===== src/rtl/core/spa_pkg.sv =====
// Shared types, constants and arithmetic helpers for the sparse polynomial unit.
`default_nettype none
package spa_pkg;

  localparam int MAX_TERMS = 64;
  localparam int COEF_W    = 32;
  localparam int EXP_W     = 8;
  localparam int IDX_W     = $clog2(MAX_TERMS);
  localparam int CNT_W     = $clog2(MAX_TERMS + 1);
  localparam int LIST_W    = 2;
  localparam int ADDR_W    = LIST_W + IDX_W;
  localparam int WORD_W    = COEF_W + EXP_W;
  localparam int PROD_W    = 2 * COEF_W;
  localparam int FRAC_W    = 16;

  localparam logic [2:0] CMD_CLEAR  = 3'd0;
  localparam logic [2:0] CMD_INSERT = 3'd1;
  localparam logic [2:0] CMD_ADD    = 3'd2;
  localparam logic [2:0] CMD_MUL    = 3'd3;
  localparam logic [2:0] CMD_READ   = 3'd4;
  localparam logic [2:0] CMD_EVAL   = 3'd5;

  localparam logic [1:0] LIST_FIRST  = 2'd0;
  localparam logic [1:0] LIST_SECOND = 2'd1;
  localparam logic [1:0] LIST_RESULT = 2'd2;
  localparam logic [1:0] LIST_NONE   = 2'd3;

  localparam logic [1:0] ST_OK    = 2'd0;
  localparam logic [1:0] ST_FULL  = 2'd1;
  localparam logic [1:0] ST_RANGE = 2'd2;
  localparam logic [1:0] ST_BAD   = 2'd3;

  localparam logic signed [COEF_W-1:0] C_HI  = {1'b0, {(COEF_W-1){1'b1}}};
  localparam logic signed [COEF_W-1:0] C_LO  = {1'b1, {(COEF_W-1){1'b0}}};
  localparam logic signed [COEF_W-1:0] C_ONE = COEF_W'(1) << FRAC_W;

  typedef enum logic [4:0] {
    S_IDLE, S_DONE, S_RD_WAIT,
    S_AC_SCAN, S_AC_CMP, S_AC_INS, S_AC_UP, S_AC_UPW, S_AC_DEL, S_AC_DELW, S_AC_RET,
    S_AD_TOP, S_AD_RA, S_AD_RB,
    S_MU_TOP, S_MU_RA, S_MU_RB, S_MU_MUL, S_MU_SAT, S_MU_NEXT,
    S_EV_TOP, S_EV_LD, S_EV_BIT, S_EV_RMUL, S_EV_RSAT, S_EV_SHIFT,
    S_EV_BMUL, S_EV_BSAT, S_EV_TMUL, S_EV_TSAT
  } state_t;

  typedef struct packed {
    logic signed [COEF_W-1:0] val;
    logic                     ovf;
  } sat_t;

  function automatic sat_t add_sat(input logic signed [COEF_W-1:0] a,
                                   input logic signed [COEF_W-1:0] b);
    logic signed [COEF_W:0] s;
    sat_t r;
    s = {a[COEF_W-1], a} + {b[COEF_W-1], b};
    r.ovf = (s[COEF_W] != s[COEF_W-1]);
    if (!r.ovf) begin
      r.val = s[COEF_W-1:0];
    end else if (s[COEF_W]) begin
      r.val = C_LO;
    end else begin
      r.val = C_HI;
    end
    return r;
  endfunction

  function automatic logic [ADDR_W-1:0] mk_addr(input logic [LIST_W-1:0] lst,
                                                input logic [CNT_W-1:0] idx);
    return {lst, idx[IDX_W-1:0]};
  endfunction

endpackage
`default_nettype wire


===== src/rtl/core/spa_mul.sv =====
// Shared Q16.16 multiplier: registered magnitude product, then shift and saturate.
`default_nettype none
module spa_mul (
  input  wire logic                              clk,
  input  wire logic signed [spa_pkg::COEF_W-1:0] a,
  input  wire logic signed [spa_pkg::COEF_W-1:0] b,
  output spa_pkg::sat_t                          res
);

  logic [spa_pkg::COEF_W-1:0] ma;
  logic [spa_pkg::COEF_W-1:0] mb;
  logic [spa_pkg::PROD_W-1:0] prod_r;
  logic                       neg_r;
  logic [spa_pkg::PROD_W-spa_pkg::FRAC_W-1:0] q;

  assign ma = a[spa_pkg::COEF_W-1] ? spa_pkg::COEF_W'(-a) : a;
  assign mb = b[spa_pkg::COEF_W-1] ? spa_pkg::COEF_W'(-b) : b;

  always_ff @(posedge clk) begin
    prod_r <= spa_pkg::PROD_W'(ma) * spa_pkg::PROD_W'(mb);
    neg_r  <= a[spa_pkg::COEF_W-1] ^ b[spa_pkg::COEF_W-1];
  end

  // truncate magnitude toward zero, then clamp to the signed range
  assign q = prod_r[spa_pkg::PROD_W-1:spa_pkg::FRAC_W];

  always_comb begin
    res.ovf = 1'b0;
    res.val = '0;
    if (!neg_r) begin
      if (|q[$bits(q)-1:spa_pkg::COEF_W-1]) begin
        res.ovf = 1'b1;
        res.val = spa_pkg::C_HI;
      end else begin
        res.val = q[spa_pkg::COEF_W-1:0];
      end
    end else begin
      if ((|q[$bits(q)-1:spa_pkg::COEF_W]) ||
          (q[spa_pkg::COEF_W-1] && (|q[spa_pkg::COEF_W-2:0]))) begin
        res.ovf = 1'b1;
        res.val = spa_pkg::C_LO;
      end else begin
        res.val = -q[spa_pkg::COEF_W-1:0];
      end
    end
  end

endmodule
`default_nettype wire


===== config.mk =====
export PLATFORM = sky130hd
export DESIGN_NAME = spa_mul
export DESIGN_NICKNAME = d
export VERILOG_FILES = /design/src/rtl/core/spa_pkg.sv /design/src/rtl/core/spa_mul.sv
export SDC_FILE = /design/constraint.sdc
export NUM_CORES = 2
export LEC_CHECK = 0
export BUFFER_PORTS_ARGS = -buffer_cell sky130_fd_sc_hd__buf_2
export CAP_MARGIN = 20
export CELL_PAD_IN_SITES_DETAIL_PLACEMENT = 1
export CELL_PAD_IN_SITES_GLOBAL_PLACEMENT = 1
export CORE_ASPECT_RATIO = 1.25
export CORE_MARGIN = 4
export CORE_UTILIZATION = 41
export DETAILED_ROUTE_END_ITERATION = 7
export HOLD_SLACK_MARGIN = 0.08
export PLACE_DENSITY_LB_ADDON = 0.1
export SYNTH_ARGS = -nofsm -noshare
export SYNTH_HDL_FRONTEND = slang
export SYNTH_SLANG_ARGS = --single-unit
export TNS_END_PERCENT = 1

===== constraint.sdc =====
create_clock -name clk -period 10 [get_ports clk]
set_input_delay 0.5 -clock clk [delete_from_list [all_inputs] [get_ports clk]]
set_output_delay 0.5 -clock clk [all_outputs]
set_load 0.02 [all_outputs]

==> impl_metrics.ini <==
[outcome]
status = finished, final reports clean

[detailed_routing]
drtIter0Drc = 1747
avgViaCountPerCell = 5.37
wl_per_cell_um = 25.3
ant_nets = 0
drc = 0
routed_wl_um = 141000
vias = 29900
firstDrtPassIters = 5

[die]
die_x_um = 271
io_pins = 98
core-area_um2 = 85700
fp.dieArea_um2 = 91300
num_rows = 120
die_y_um = 337
initial_utilization = 0.414

[clock_network]
path_clk_slew_ps = 70
cts_tree = yes
cts_hold_buf = 0
clockRootBuffer = clkbuf_16
cts_num_sinks = 49
numCtsBuffers = 5
cts_buffer_depth = 2
h-tree-depth = 2

[job]
maxCapViolations = 0

[grt]
overflow = 0
grt_start_max_net_pins = 36
track_usage = 0.311
grt_pass1_wl_um = 208000
antenna_found_initial = 13
grt_pass1_vias = 33600

[sta]
period_needed_ps = 9910
whs_ps = 1020
period_share = 0.991
tightest_slew_ps = 1090
finalSetupViolations = 0
max_slew_margin = 0.270
fmax_mhz = 101
finalHoldViolCount = 0
drv_slew = 0
rsz0062_at_grt = true

[critical_path]
crit_type = primary input to register
crit_path_start_kind = primary input
crit_start = b[4]
cp_common_cell = fa_1
max_stage_delay_ps = 650
crit_fanout = 5
cp_slowest_cell = fa_1
crit_path_end_kind = register
arrival_ps = 10090
required_ps = 10180

[placement]
dp_hpwl_um = 121000
io_buffer_count = 97
placed_cell_area_um2 = 40100
place_congestion = 0.936
dp_cells = 5541

[logic_synthesis]
syn_nets = 5339
ys.flop_type = dfxtp_1
avgSynthCellArea_um2 = 8.62
ys_types = 79
synth.ff_latch_count = 49
syn_area_um2 = 35500
synth_edf_count = 0
ys_seq_area_frac = 0.0277
postSynthCellCount = 4116
ys_warn_count = 0
ys_async_sr_fraction = 0

[cells_and_area]
area_growth_pct = 14.4
finalInstanceArea_um2 = 40600
nets = 5616
final_util = 0.473
layoutNonFillerInstCount = 5566
layout-drive-gt1-share = 0.134

[worst_hold_path]
hp-class = primary input to register
worstHoldStart = b[31]
[worst max-delay path, delay by kind of cell]
family | cells | cell delay, ps
compound gates | 7 | 1580
xor+xnor | 1 | 140
fa+ha+maj | 9 | 4280
buf+inv | 4 | 550
simple gates | 9 | 3050
[metal layers]
metal  up-vias  track usage  wire length, um
met5         -            0               36
met4         6        0.228            13600
met3       408       0.0319             5740
met2       887        0.575            73700
met1     15900        0.328            47900
li1      12700            -                -
[path summary, 6_finish.rpt]
| check | to | cells after the start |
|---|---|---|
| worst min-delay path | neg_r | 2 |
| worst max-delay path | prod_r[53] | 30 |
[final cells by class]
type	instances	area, um^2
flip-flops and latches	49	981
repair buffers	461	3560
fillers	10100	45200
clock inverters	3	65.1
multi-input cells	2943	30900
diodes	13	32.5
well taps	1159	1450
inverters	933	3500
clock buffers	5	125
[stage by stage]
stage | TNS [ps] | setup WS (ps)
final | 0 | 90.5
after global routing | -300 | -68.2
after CTS | 0 | 30.7
after detailed placement | -6470 | -610
after global placement | -4180 | -475
after floorplan | -4.18 | -4.18
[cells by family after synthesis]
family,Yosys count,share of synthesized area
simple gates,1322,0.155
fa+ha+maj,1158,0.598
buf+inv,1124,0.120
compound gates,290,0.0560
xor+xnor,171,0.0431
flops,49,0.0277
mux,2,0.000564
[sequential cells by signal, indices dropped and copies added (netlist names)]
signal	cells
neg_r	1
prod_r	48
[repair_timing]
item / 4_1_cts / 5_1_grt
pin swaps: 0 / 24
endpoints found under the setup margin: 11 / 19
resized for setup: 5 / 42
setup buffers: 0 / 4
[cells in the mapped netlist, types with 3 or more instances]
cell type	instances	area [um^2]
buf_1	5	18.8
o22ai_1	4	25.0
nand3_1	18	90.1
nor3_1	28	140
o21ai_0	70	350
a2111oi_0	3	26.3
ha_1	263	3290
or3_4	3	33.8
or2_2	6	37.5
nand4b_1	3	26.3
and3_1	5	31.3
or3_1	24	150
o21a_1	9	67.6
and2_1	6	37.5
o21ai_1	4	20.0
o311ai_0	22	193
nand4_1	18	113
fa_1	895	17900
o31ai_1	18	135
and4_1	5	43.8
xor2_1	82	718
buf_2	16	80.1
or4_1	16	120
a31oi_1	8	50.1
nor4_1	12	75.1
o21bai_1	5	37.5
o311ai_1	3	26.3
or3b_2	3	26.3
nand2b_1	17	106
a21oi_1	58	290
nor2_1	617	2320
o41ai_1	15	131
inv_1	932	3500
a221oi_1	3	26.3
clkbuf_1	169	634
dfxtp_1	49	981
a21o_1	30	225
a21boi_0	3	22.5
xor2_2	4	65.1
nand2_1	521	1960
xnor2_1	85	744
o211ai_1	6	45.0
nor2b_1	5	31.3
[cells in the final DEF, fill, tap and decap left out, types with 28 or more instances in the layout]
master and count:
nor3_1 28, inv_1 930, buf_4 336, nor2_1 616, fa_1 890, o21ai_0 68
xnor2_1 64, dfxtp_1 49, a21o_1 30, nand2_1 521, ha_1 262, xor2_1 59
a21oi_1 56, buf_2 97
Power is not shown: default switching activity piles up to over one toggle a cycle in this logic, so the estimate is an artifact.
